### src/design/stdi_pkg.sv
package stdi_pkg;

  localparam int CHAR_W = 8;
  localparam int OFF_W  = 12;
  localparam int STAT_W = 2;

  typedef enum logic [STAT_W-1:0] {
    ST_INSERTED = 2'd0,
    ST_PRESENT  = 2'd1,
    ST_EMPTY    = 2'd2,
    ST_NOROOM   = 2'd3
  } stdi_status_t;

  // request from the string collector to the table engine
  typedef struct packed {
    logic done;
    logic empty;
    logic overflow;
    logic tails;
  } stdi_req_t;

endpackage

### src/design/stdi_engine.sv
module stdi_engine import stdi_pkg::*; #(
  parameter int TABLE_BYTES = 4096,
  parameter int MAX_LEN     = 64,
  localparam int AW  = $clog2(TABLE_BYTES),
  localparam int FW  = $clog2(TABLE_BYTES + 1),
  localparam int LW  = $clog2(MAX_LEN + 1),
  localparam int BAW = (MAX_LEN > 1) ? $clog2(MAX_LEN) : 1
) (
  input  logic               clk,
  input  logic               rst_n,
  input  stdi_req_t          req,
  input  logic [LW-1:0]      req_len,
  output logic               busy,
  output logic               st_we,
  output logic [AW-1:0]      st_waddr,
  output logic [CHAR_W-1:0]  st_wdata,
  output logic [AW-1:0]      st_raddr,
  input  logic [CHAR_W-1:0]  st_rdata,
  output logic [BAW-1:0]     buf_raddr,
  input  logic [CHAR_W-1:0]  buf_rdata,
  output logic               res_valid,
  input  logic               res_take,
  output stdi_status_t       res_status,
  output logic [AW-1:0]      res_offset
);

  localparam int CW = ((FW > LW) ? FW : LW) + 1;

  typedef enum logic [2:0] {
    S_IDLE, S_FIND, S_CMP, S_ROOM, S_COPY, S_TERM, S_RESULT
  } state_t;

  state_t        state_r, state_nxt;
  logic [CW-1:0] a_r, a_nxt;
  logic [CW-1:0] pos_r, pos_nxt;
  logic [CW-1:0] end_r, end_nxt;
  logic [CW-1:0] cs_r, cs_nxt;
  logic [LW-1:0] ci_r, ci_nxt;
  logic          v_r, v_nxt;
  logic [LW-1:0] slen_r, slen_nxt;
  logic          tails_r, tails_nxt;
  logic [FW-1:0] fill_r, fill_nxt;
  stdi_status_t  status_r, status_nxt;
  logic [AW-1:0] off_r, off_nxt;

  logic [CW-1:0] end_w, elen, slen_c, fill_c, next_w, cmp_a, wr_a;

  assign slen_c = CW'(slen_r);
  assign fill_c = CW'(fill_r);
  assign end_w  = a_r - CW'(1);
  assign elen   = end_w - pos_r;
  assign next_w = end_r + CW'(1);
  assign cmp_a  = cs_r + CW'(ci_r);
  assign wr_a   = fill_c + CW'(ci_r) - CW'(1);

  always_comb begin
    state_nxt  = state_r;
    a_nxt      = a_r;
    pos_nxt    = pos_r;
    end_nxt    = end_r;
    cs_nxt     = cs_r;
    ci_nxt     = ci_r;
    v_nxt      = v_r;
    slen_nxt   = slen_r;
    tails_nxt  = tails_r;
    fill_nxt   = fill_r;
    status_nxt = status_r;
    off_nxt    = off_r;
    st_we      = 1'b0;
    st_waddr   = wr_a[AW-1:0];
    st_wdata   = buf_rdata;
    st_raddr   = a_r[AW-1:0];
    buf_raddr  = ci_r[BAW-1:0];

    unique case (state_r)
      S_IDLE: begin
        if (req.done) begin
          slen_nxt  = req_len;
          tails_nxt = req.tails;
          pos_nxt   = '0;
          a_nxt     = '0;
          v_nxt     = 1'b0;
          off_nxt   = '0;
          if (req.empty) begin
            status_nxt = ST_EMPTY;
            state_nxt  = S_RESULT;
          end else if (req.overflow) begin
            status_nxt = ST_NOROOM;
            state_nxt  = S_RESULT;
          end else if (fill_r == '0) begin
            state_nxt = S_ROOM;
          end else begin
            state_nxt = S_FIND;
          end
        end
      end
      S_FIND: begin
        // stream the store, data arrives in the cycle after its address
        a_nxt = a_r + CW'(1);
        v_nxt = 1'b1;
        if (v_r && st_rdata == '0) begin
          end_nxt = end_w;
          if (elen == slen_c) begin
            cs_nxt    = pos_r;
            ci_nxt    = '0;
            v_nxt     = 1'b0;
            state_nxt = S_CMP;
          end else if (tails_r && elen > slen_c) begin
            cs_nxt    = end_w - slen_c;
            ci_nxt    = '0;
            v_nxt     = 1'b0;
            state_nxt = S_CMP;
          end else begin
            pos_nxt = a_r;
            if (a_r >= fill_c) begin
              state_nxt = S_ROOM;
            end
          end
        end
      end
      S_CMP: begin
        st_raddr = cmp_a[AW-1:0];
        ci_nxt   = ci_r + LW'(1);
        v_nxt    = 1'b1;
        if (v_r) begin
          if (st_rdata != buf_rdata) begin
            pos_nxt = next_w;
            a_nxt   = next_w;
            v_nxt   = 1'b0;
            state_nxt = (next_w >= fill_c) ? S_ROOM : S_FIND;
          end else if (ci_r == slen_r) begin
            status_nxt = ST_PRESENT;
            off_nxt    = cs_r[AW-1:0];
            state_nxt  = S_RESULT;
          end
        end
      end
      S_ROOM: begin
        ci_nxt = '0;
        v_nxt  = 1'b0;
        if (slen_c + CW'(1) > CW'(TABLE_BYTES) - fill_c) begin
          status_nxt = ST_NOROOM;
          off_nxt    = '0;
          state_nxt  = S_RESULT;
        end else begin
          state_nxt = S_COPY;
        end
      end
      S_COPY: begin
        ci_nxt = ci_r + LW'(1);
        v_nxt  = 1'b1;
        if (v_r) begin
          st_we = 1'b1;
          if (ci_r == slen_r) begin
            state_nxt = S_TERM;
          end
        end
      end
      S_TERM: begin
        st_we      = 1'b1;
        st_waddr   = AW'(fill_c + slen_c);
        st_wdata   = '0;
        status_nxt = ST_INSERTED;
        off_nxt    = fill_r[AW-1:0];
        fill_nxt   = FW'(fill_c + slen_c + CW'(1));
        state_nxt  = S_RESULT;
      end
      S_RESULT: begin
        if (res_take) begin
          state_nxt = S_IDLE;
        end
      end
      default: begin
        state_nxt = S_IDLE;
      end
    endcase
  end

  assign busy       = (state_r != S_IDLE);
  assign res_valid  = (state_r == S_RESULT);
  assign res_status = status_r;
  assign res_offset = off_r;

  always_ff @(posedge clk) begin
    if (!rst_n) begin
      state_r <= S_IDLE;
      fill_r  <= '0;
      v_r     <= 1'b0;
    end else begin
      state_r  <= state_nxt;
      fill_r   <= fill_nxt;
      v_r      <= v_nxt;
      a_r      <= a_nxt;
      pos_r    <= pos_nxt;
      end_r    <= end_nxt;
      cs_r     <= cs_nxt;
      ci_r     <= ci_nxt;
      slen_r   <= slen_nxt;
      tails_r  <= tails_nxt;
      status_r <= status_nxt;
      off_r    <= off_nxt;
    end
  end

endmodule

### config.mk
export PLATFORM = sky130hd
export DESIGN_NAME = stdi_engine
export DESIGN_NICKNAME = d
export VERILOG_FILES = /design/src/design/stdi_pkg.sv /design/src/design/stdi_engine.sv
export SDC_FILE = /design/constraint.sdc
export NUM_CORES = 1
export LEC_CHECK = 0
export BUFFER_PORTS_ARGS = -buffer_cell sky130_fd_sc_hd__buf_2
export CAP_MARGIN = 10
export CORE_MARGIN = 8
export CORE_UTILIZATION = 51
export DETAILED_ROUTE_END_ITERATION = 10
export GPL_TIMING_DRIVEN = 0
export PLACE_DENSITY = 0.7
export SLEW_MARGIN = 30
export SYNTH_ARGS = -nofsm -noshare
export SYNTH_HDL_FRONTEND = slang
export SYNTH_SLANG_ARGS = --single-unit
### constraint.sdc
create_clock -name clk -period 7.9 [get_ports clk]
set_clock_uncertainty 0.1 [all_clocks]
set_input_delay 0.395 -clock clk [delete_from_list [all_inputs] [get_ports clk]]
set_output_delay 0.395 -clock clk [all_outputs]
set_load 0.02 [all_outputs]
==> flow_metrics.py, run 1 <==
metrics = {
    "routing": {
        "drt_iter0_drc": 797,
        "viasPerCell": 5.812,
        "vias": 8015,
        "firstDrtPassIters": 6,
        "drcViolationCount": 0,
        "antenna_left": 0,
        "wl_per_cell_um": 18.60,
        "wl_mm": 25.64,
    },
    "min_path": {
        "worst_hold_path.endpoint": "slen_r[4]$_DFFE_PP_",
        "holdPathStages": 1,
        "hold_class": "in -> reg",
        "worstHoldStart": "req_len[4]",
    },
    "sta": {
        "period_share_pct": 71.00,
        "slew_headroom_pct": 39.38,
        "tns_ns": 0,
        "fmax_mhz": 178.3,
        "rsz0062_at_grt": "no",
        "setup_viol": 0,
        "timing.final.crit_period_ns": 5.609,
        "worstMarginPinSlew_ns": 0.9010,
        "slew_viol_final": 0,
        "timing.final.hold_violations": 0,
        "holdWs_ns": 0.1042,
    },
    "logic_synthesis": {
        "syn_nets": 1193,
        "ys_ff_latch": 100,
        "synth_flop_cell": "edfxtp_1",
        "syn_inst": 1051,
        "ys_top_cells_by_count": "nand2_1 (121), ha_1 (107), o21ai_0 (99)",
        "yosysTopAreaCell": "edfxtp_1",
        "synth_top_area_share_pct": 27.66,
        "synth.distinct_cells": 64,
        "ys_seq_area_share_pct": 31.43,
        "synth-edff-count": 83,
        "netlist_area_um2": 9012,
        "synth_area_leaders": "edfxtp_1 (28%), ha_1 (15%), xnor2_1 (7.8%), o21ai_0 (5.5%), nand2_1 (5.0%)",
        "avgSynthCellArea_um2": 8.575,
        "synth_most_common_cell": "nand2_1",
        "yosys_warnings": 0,
        "async_flop_share_pct": 0,
    },
    "placement": {
        "port_buffers": 84,
        "hpwl_mm": 20.35,
        "gp_congestion": 0.9227,
    },
    "final_layout": {
        "num_antenna_cells": 0,
        "drive_above_1_share_pct": 11.09,
        "syn_to_final_growth_pct": 11.41,
        "fillerInstances": 1601,
        "final_net_count": 1291,
    },
    "grt": {
        "grt_max_degree": 19,
        "grt_usage_pct": 23.32,
        "antenna_found_initial": 0,
        "overflow": 0,
        "grt_pass1_vias": 7619,
        "grt_pass1_wl_mm": 40.52,
    },
    "power_and_ir_drop": {
        "powerDensity_nw_per_um2": 300.4,
        "peakVddDrop_mv": 0.2145,
        "p_leak_uw": 0.004174,
    },
    "critical_path": {
        "reg2reg_depth": 16,
        "worstPathRequired_ns": 7.80,
        "crit_arrival_ns": 5.51,
        "r2r-start": "a_r[2]$_DFFE_PP_",
        "worst-path-max-fanout": 12,
        "crit_path_start_kind": "flip-flop",
        "r2r_slack_ns": 2.29,
        "timing.rr.end": "cs_r[5]$_DFFE_PP_",
        "end_kind": "flip-flop",
        "crit_type": "reg -> reg",
    },
    "clock_network": {
        "clk_latency_ns": 0.37,
        "tritoncts": "yes",
        "hold_buffers": 0,
        "clkTransAtPathRegs_ns": 0.08,
        "htreeDepth": 3,
        "cts_sinks": 100,
        "cts_setup_buffers": 0,
        "ctsLongestPathBuffers": 2,
        "cts_buffers": 9,
        "cts-root-buf": "clkbuf_16",
        "ctsResizeCount": 0,
    },
    "die": {
        "fp.coreArea_um2": 17300,
        "fp.dieH_um": 148.9,
        "num_rows": 48,
        "chipWidth_um": 148.9,
        "io_pins": 85,
        "initial_utilization_pct": 52.11,
        "die-area_um2": 22180,
    },
    "status": {
        "status": "completed",
    },
    "run": {
        "max-cap-violations": 0,
    },
}
## routing by layer
metal / vias up / wire [um] / track usage [%]
li1: 3914 / - / -
met1: 3732 / 11790 / 32.68
met2: 337 / 10990 / 35.72
met3: 32 / 2237 / 3.701
met4: 0 / 622 / 8.026
met5: - / 0 / 0
## sequential cells by signal (all words and copies together), names as in the netlist
| register | flops |
|---|---|
| fill_r | 13 |
| pos_r | 14 |
| res_status | 2 |
| res_offset | 12 |
| cs_r | 12 |
| tails_r | 1 |
| end_r | 14 |
| slen_r | 7 |
| state_r | 3 |
| a_r | 14 |
| ci_r | 7 |
| v_r | 1 |
## power breakdown
group          total [uW]  leakage (uW)  switching [uW]  internal [uW]
Sequential            790      0.000911            74.9            715
Combinational        1780       0.00312            1120            657
Clock                 449      0.000141             229            221
## through the flow
step	util (%)	setup WS (ns)	instances	total power (uW)	instance area, um^2
2_1_floorplan	-	2.382	1051	2035	9012
5_1_grt	58.05	2.012	1379	3233	10040
3_5_place_dp	56.40	2.311	1363	2548	9756
6_report	58.05	2.291	1379	3016	10040
3_3_place_gp	56.16	1.468	1360	2509	9714
4_1_cts	58.05	2.296	1379	2997	10040
## cell usage in the layout (no fill, tap or decap), types with 9 or more instances in the layout
| cell | netlist | layout |
|---|---|---|
| nand2_1 | 121 | 121 |
| ha_1 | 107 | 107 |
| o21ai_0 | 99 | 98 |
| inv_1 | 91 | 91 |
| buf_2 | 3 | 87 |
| edfxtp_1 | 83 | 83 |
| xnor2_1 | 80 | 80 |
| a21oi_1 | 58 | 56 |
| nor2_1 | 54 | 54 |
| xor2_1 | 40 | 40 |
| clkbuf_1 | 37 | 38 |
| nand3_1 | 34 | 34 |
| and3_1 | 19 | 19 |
| dfxtp_1 | 17 | 17 |
| nor3_1 | 16 | 16 |
| nand4_1 | 16 | 16 |
| a21o_1 | 13 | 13 |
| and2_1 | 13 | 13 |
| a21boi_0 | 13 | 13 |
| o22ai_1 | 12 | 12 |
| nand2b_1 | 10 | 10 |
| nor4_1 | 9 | 9 |
| or3_1 | 9 | 9 |
| clkbuf_16 | 0 | 9 |
## worst max-delay path by stage
stage	depth (start not counted)	start	slack [ns]	to
floorplan	16	a_r[2]$_DFFE_PP_	2.38	pos_r[0]$_DFFE_PP_
finish	16	a_r[2]$_DFFE_PP_	2.29	cs_r[5]$_DFFE_PP_
global placement	16	a_r[2]$_DFFE_PP_	1.47	pos_r[12]$_DFFE_PP_
detailed placement	16	a_r[2]$_DFFE_PP_	2.31	cs_r[11]$_DFFE_PP_
global route	16	a_r[2]$_DFFE_PP_	2.01	cs_r[0]$_DFFE_PP_
CTS	16	a_r[2]$_DFFE_PP_	2.30	cs_r[5]$_DFFE_PP_
## layout make-up
cell class                      instances  area [um^2]  area share [%]
Buffer                                 48        214.0           2.131
Clock buffer                           10        229.0           2.280
Clock inverter                          6        56.30          0.5607
Inverter                               92        345.3           3.439
Multi-Input combinational cell        811         5632           56.09
Sequential cell                       100         2833           28.21
Tap cell                              225        281.5           2.804
Timing Repair Buffer                   87        450.4           4.486
## cells by family (layout without fill, tap and decap cells)
logic type / count (synthesis) / after routing / synth area share [%]
simple gates: 330 / 330 / 17.87
buf+inv: 140 / 243 / 6.206
fa+ha+maj: 112 / 112 / 15.97
xor+xnor: 121 / 121 / 11.84
mux: 1 / 1 / 0.1249
compound gates: 247 / 247 / 16.56
flops: 100 / 100 / 31.43
## worst max-delay path, cell delays in order, from the launching register on
cell and delay, ns:
edfxtp_1 0.42, buf_6 0.17, or4_1 0.54, or2_1 0.22, buf_2 0.16, nor3_1 0.18, xor2_1 0.39, ha_1 0.37
a21oi_1 0.26, nand2b_1 0.10, o21ai_0 0.25, nor2b_1 0.20, xnor2_1 0.07, or4_4 0.55, or4_4 0.47, nand2_1 0.21
and2_1 0.57
(Power assumes the default switching activity.)
==> run 2, diff against run 1 <==
- clock period: 7.9 -> 5.55 ns (I/O delays scaled with it)
==> run 2 against run 1 <==
Die area stayed put. Critical path depth is 1 higher. Combinational power is 43% higher. Highest routed layer unchanged. Clock power is 43% higher. Sequential power is 42% higher. Largest power group unchanged. Via count is 0.29% higher. Utilization is 0.60 points higher. Register-to-register slack worse by 2.0 ns. Sequential cell count stayed put. Global-route usage is 0.052 points higher. Fmax is 6.3% higher.
==> flow_metrics.py, run 2 (synthesized netlist as in run 1, its figures left out) <==
metrics = {
    "final_layout": {
        "final_net_count": 1300,
        "layout_commonest_cell": "nand2_1",
        "drive_above_1_share_pct": 11.44,
        "regArea_um2": 2833,
        "top_regs": "a_r: 14 flops, end_r: 14 flops, pos_r: 14 flops",
        "syn_to_final_growth_pct": 12.56,
        "layout_common_cells": "nand2_1 (120), ha_1 (107), o21ai_0 (98)",
        "fillerInstances": 1596,
        "num_antenna_cells": 0,
        "multi_input_area_um2": 5647,
    },
    "clock_network": {
        "htreeDepth": 3,
        "cts_buffers": 9,
        "ctsLongestPathBuffers": 2,
        "tritoncts": "yes",
        "clkTransAtPathRegs_ns": 0.08,
        "cts-root-buf": "clkbuf_16",
        "cts_sinks": 100,
        "clk_latency_ns": 0.36,
    },
    "sta": {
        "worstMarginPinSlew_ns": 0.9472,
        "timing.final.crit_period_ns": 5.278,
        "timing.final.hold_violations": 0,
        "slew_viol_final": 0,
        "setup_viol": 0,
        "fmax_mhz": 189.5,
        "rsz0062_at_grt": "no",
        "holdWs_ns": 0.1721,
        "period_share_pct": 95.10,
        "slew_headroom_pct": 36.27,
    },
    "routing": {
        "firstDrtPassIters": 5,
        "antenna_left": 0,
        "viasPerCell": 5.791,
        "vias": 8038,
        "drcViolationCount": 0,
        "drt_iter0_drc": 786,
        "wl_mm": 25.72,
        "wl_per_cell_um": 18.53,
    },
    "die": {
        "fp.dieH_um": 148.9,
        "initial_utilization_pct": 52.11,
        "io_pins": 85,
        "fp.coreArea_um2": 17300,
        "num_rows": 48,
        "chipWidth_um": 148.9,
        "die-area_um2": 22180,
    },
    "critical_path": {
        "worstPathRequired_ns": 5.52,
        "worst-path-max-fanout": 13,
        "crit_path_start_kind": "flip-flop",
        "path_cells": "clkbuf_1 > or4_1 > or2_1 > nor2_1 > xnor2_1 > inv_1 > ha_1 > a21oi_1 > o21ai_0 > or2_2 > o21ai_0 > xnor2_1 > or4_4 > o41ai_2 > nand2_2 > o21ai_2 > buf_6",
        "slowest_stage": "or4_1",
        "end_kind": "flip-flop",
        "crit_arrival_ns": 5.25,
        "slowest_delay_ns": 0.60,
        "crit_type": "reg -> reg",
    },
    "placement": {
        "hpwl_mm": 20.35,
        "port_buffers": 84,
        "gp_congestion": 0.9227,
    },
    "min_path": {
        "hold_class": "in -> reg",
    },
    "status": {
        "status": "completed",
    },
    "run": {
        "max-cap-violations": 0,
    },
    "grt": {
        "antenna_found_initial": 0,
        "grt_max_degree": 19,
        "grt_usage_pct": 23.37,
        "grt_pass1_vias": 7669,
        "grt_pass1_wl_mm": 40.65,
        "overflow": 0,
    },
    "power_and_ir_drop": {
        "p_leak_uw": 0.004225,
        "powerDensity_nw_per_um2": 425.0,
        "total_power_uw": 4311,
        "peakVddDrop_mv": 0.3051,
    },
}
run 2: changes by cell type in the layout (fill, tap and decap cells not counted), sizes merged:
cell / delta
buf: +1
dlygate4sd3: +8
run 2: critical path, delay by kind of cell, from the launching register on:
kind,cells,cell delay (ns)
and+or+nand+nor,6,2.10
xor gates and xnor gates,2,0.31
buffers and inverters,3,0.57
adders and majority gates,1,0.36
DFF,1,0.40
AOI/OAI and AO/OA,5,1.12
run 2: worst paths after layout:
check	from	end	slack, ns	cells past startpoint
worst max register to register	a_r[7]$_DFFE_PP_	pos_r[7]$_DFFE_PP_	0.27	17
worst max-delay path	a_r[7]$_DFFE_PP_	pos_r[7]$_DFFE_PP_	0.27	17
worst min-delay path	req[2]	res_status[0]$_DFFE_PP_	0.17	2
worst min register to register	fill_r[7]$_SDFFE_PN0P_	fill_r[7]$_SDFFE_PN0P_	0.45	2
run 2: routing by layer:
metal / global-route usage, % / share of wire (%) / vias to the layer above / wire (um)
met1: 32.76 / 47 / 3754 / 12030
met2: 35.86 / 43 / 318 / 10990
met5: 0 / 0 / - / 0
li1: - / - / 3931 / -
met4: 8.026 / 2.4 / 0 / 615
met3: 3.641 / 8.1 / 35 / 2081
run 2: metrics by stage:
step / utilization, % / TNS (ns) / worst slack, ns / cell area [um^2] / std cells
finish: 58.65 / 0 / 0.2718 / 10140 / 1388
global route: 58.65 / 0 / 0.001604 / 10140 / 1388
CTS: 58.52 / 0 / 0.1293 / 10120 / 1387
detailed placement: 56.40 / -0.4557 / -0.03891 / 9756 / 1363
global placement: 56.16 / -12.33 / -0.8816 / 9714 / 1360
floorplan: - / 0 / 0.03210 / 9012 / 1051
run 2: cell type report:
| class | instances | share of cell area, % |
|---|---|---|
| clock buffers | 10 | 2.257 |
| repair buffers | 96 | 5.303 |
| flip-flops and latches | 100 | 27.92 |
| multi-input cells | 811 | 55.66 |
| clock inverters | 6 | 0.5550 |
| plain buffers | 48 | 2.121 |
| inverters | 92 | 3.404 |
| well taps | 225 | 2.775 |
run 2: what timing repair did:
action | CTS | global route
hold buffers | 8 | 0
cloned | 0 | 0
resized for setup | 1 | 6
hold endpoints to repair | 8 | 0
buffers inserted | 0 | 1
endpoints found under the setup margin | 12 | 43
run 2: power by group:
group | switching [uW] | internal (uW)
Clock | 326 | 314
Sequential | 105 | 1020
Combinational | 1610 | 942
Total | 2040 | 2270
==> run 3, diff against run 2 <==
- CORE_UTILIZATION: 51 -> 25
- PLACE_DENSITY: 0.7 -> not set
==> run 3 against run 2 <==
Sequential share of layout area fell by 0.87 points. Via count rose by 0.81%. Clock-buffer cell count fell by 1. Non-clock buffer count rose by 1. Critical path depth fell by 1. Register-to-register slack got worse by 0.06 ns. Routed wire length rose by 13%. Total power rose by 1.6%. Sequential cell count did not move. Utilization fell by 29 points.
==> flow_metrics.py, run 3 (synthesized netlist as in run 1, its figures left out) <==
metrics = {
    "sta": {
        "timing.final.hold_violations": 0,
        "timing.final.crit_period_ns": 5.340,
        "slew_viol_final": 0,
        "setup_ws_ns": 0.2104,
        "worstMarginPinSlew_ns": 0.9419,
        "slew_headroom_pct": 36.72,
        "setup_viol": 0,
        "period_share_pct": 96.21,
        "tns_ns": 0,
        "rsz0062_at_grt": "no",
        "fmax_mhz": 187.3,
    },
    "die": {
        "fp.dieH_um": 205.9,
        "num_rows": 69,
        "fp.coreArea_um2": 35570,
        "die-area_um2": 42380,
        "initial_utilization_pct": 25.34,
        "io_pins": 85,
        "chipWidth_um": 205.9,
    },
    "grt": {
        "grt_usage_pct": 13.55,
        "grt_max_degree": 19,
        "grt_pass1_vias": 7905,
        "grt_pass1_wl_mm": 44.97,
        "antenna_found_initial": 1,
        "overflow": 0,
    },
    "critical_path": {
        "crit_path_start_kind": "flip-flop",
        "cp_num_buf_inv": 2,
        "critical-path-top-delay-family": "simple AND/OR/NAND/NOR gates",
        "crit_arrival_ns": 5.29,
        "worst-path-max-fanout": 8,
        "worstPathRequired_ns": 5.50,
        "slowest_stage": "or4_1",
        "crit_type": "reg -> reg",
        "slowest_delay_ns": 0.61,
        "path_cells": "clkbuf_1 > or4_1 > or2_1 > nor2_1 > xnor2_1 > inv_1 > ha_1 > a21oi_1 > o21ai_0 > or2_2 > o21ai_0 > xnor2_1 > or4_4 > or4_4 > a211oi_2 > o311a_2",
        "crit_path_start": "a_r[7]$_DFFE_PP_",
        "r2r-start": "a_r[7]$_DFFE_PP_",
        "end_kind": "flip-flop",
    },
    "placement": {
        "placed_cell_area_um2": 10050,
        "hpwl_mm": 22.92,
        "place_ws_ns": -0.07240,
        "dpl.cell_count": 1598,
        "port_buffers": 84,
        "gp_congestion": 0.8979,
    },
    "routing": {
        "wl_per_cell_um": 17.90,
        "vias": 8103,
        "firstDrtPassIters": 5,
        "drcViolationCount": 0,
        "viasPerCell": 4.983,
        "wl_mm": 29.10,
        "drt_iter0_drc": 546,
        "antenna_left": 0,
    },
    "clock_network": {
        "cts_sinks": 100,
        "cts_buffers": 9,
        "cts-root-buf": "clkbuf_16",
        "htreeDepth": 3,
        "clkTransAtPathRegs_ns": 0.08,
        "clk_latency_ns": 0.36,
        "ctsLongestPathBuffers": 2,
        "tritoncts": "yes",
    },
    "final_layout": {
        "stdcell_area_um2": 10470,
        "syn_to_final_growth_pct": 16.17,
        "post_layout_nonfiller_instances": 1626,
        "drive_above_1_share_pct": 11.77,
        "regArea_um2": 2833,
        "layout_common_cells": "nand2_1 (120), ha_1 (107), o21ai_0 (97)",
        "top_regs": "a_r: 14 flops, end_r: 14 flops, pos_r: 14 flops",
        "multi_input_area_um2": 5678,
        "layout_commonest_cell": "nand2_1",
        "fillerInstances": 3762,
        "fin_util_pct": 29.44,
        "final_net_count": 1301,
    },
    "min_path": {
        "worstHoldStart": "req_len[0]",
        "hold_class": "in -> reg",
    },
    "power_and_ir_drop": {
        "peakVddDrop_mv": 0.3485,
        "powerDensity_nw_per_um2": 418.2,
        "p_leak_uw": 0.004234,
    },
    "status": {
        "status": "completed",
    },
    "run": {
        "max-cap-violations": 0,
    },
}
run 3: report_power, final:
group	total, uW	internal (uW)	switching (uW)
Sequential	1130	1020	111
Combinational	2610	946	1660
Clock	639	312	328
Total	4380	2280	2100
run 3: final cells by class:
class	instances	share of cell area [%]
multi-input combinational	811	54.23
sequential	100	27.06
buffer	48	2.044
clock buffer	9	2.151
timing repair buffer	97	5.151
clock inverter	7	0.5378
inverter	92	3.298
antenna	1	0.02390
tap	461	5.509
run 3: path summary, 6_finish.rpt:
check | cells after the start | endpoint | slack, ns
max | 16 | ci_r[3]$_SDFFCE_PN0P_ | 0.21
min | 1 | slen_r[0]$_DFFE_PP_ | 0.04
max reg2reg | 16 | ci_r[3]$_SDFFCE_PN0P_ | 0.21
min reg2reg | 2 | fill_r[7]$_SDFFE_PN0P_ | 0.46
run 3: metal layers:
metal | wire [um] | vias to the layer above | part of all wire [%] | GRT usage, %
met4 | 728 | 0 | 2.5 | 4.842
met1 | 13060 | 3878 | 45 | 17.94
met5 | 0 | - | 0 | 0
met3 | 1806 | 43 | 6.2 | 1.583
met2 | 13510 | 253 | 46 | 22.49
li1 | - | 3929 | - | -
run 3: repair_timing:
item / in CTS / in global routing
gates resized for setup: 1 / 8
hold buffers: 7 / 0
setup endpoints to repair: 12 / 44
setup buffers: 0 / 4
hold endpoints to repair: 7 / 0
run 3: metrics by stage:
| stage | power [uW] | hold WS, ns |
|---|---|---|
| final | 4379 | 0.03970 |
| after global routing | 4706 | 0.04511 |
| after CTS | 4338 | 0.04101 |
| after detailed placement | 3688 | 0.3559 |
| after global placement | 3635 | 0.3570 |
| after floorplan | 2897 | 0.2764 |
run 3: worst reg2reg max path, cell delays in order, from the launching register on:
cell	delay, ns
edfxtp_1	0.42
clkbuf_1	0.27
or4_1	0.61
or2_1	0.29
nor2_1	0.15
xnor2_1	0.21
inv_1	0.14
ha_1	0.36
a21oi_1	0.13
o21ai_0	0.12
or2_2	0.30
o21ai_0	0.19
xnor2_1	0.10
or4_4	0.60
or4_4	0.48
a211oi_2	0.22
o311a_2	0.33
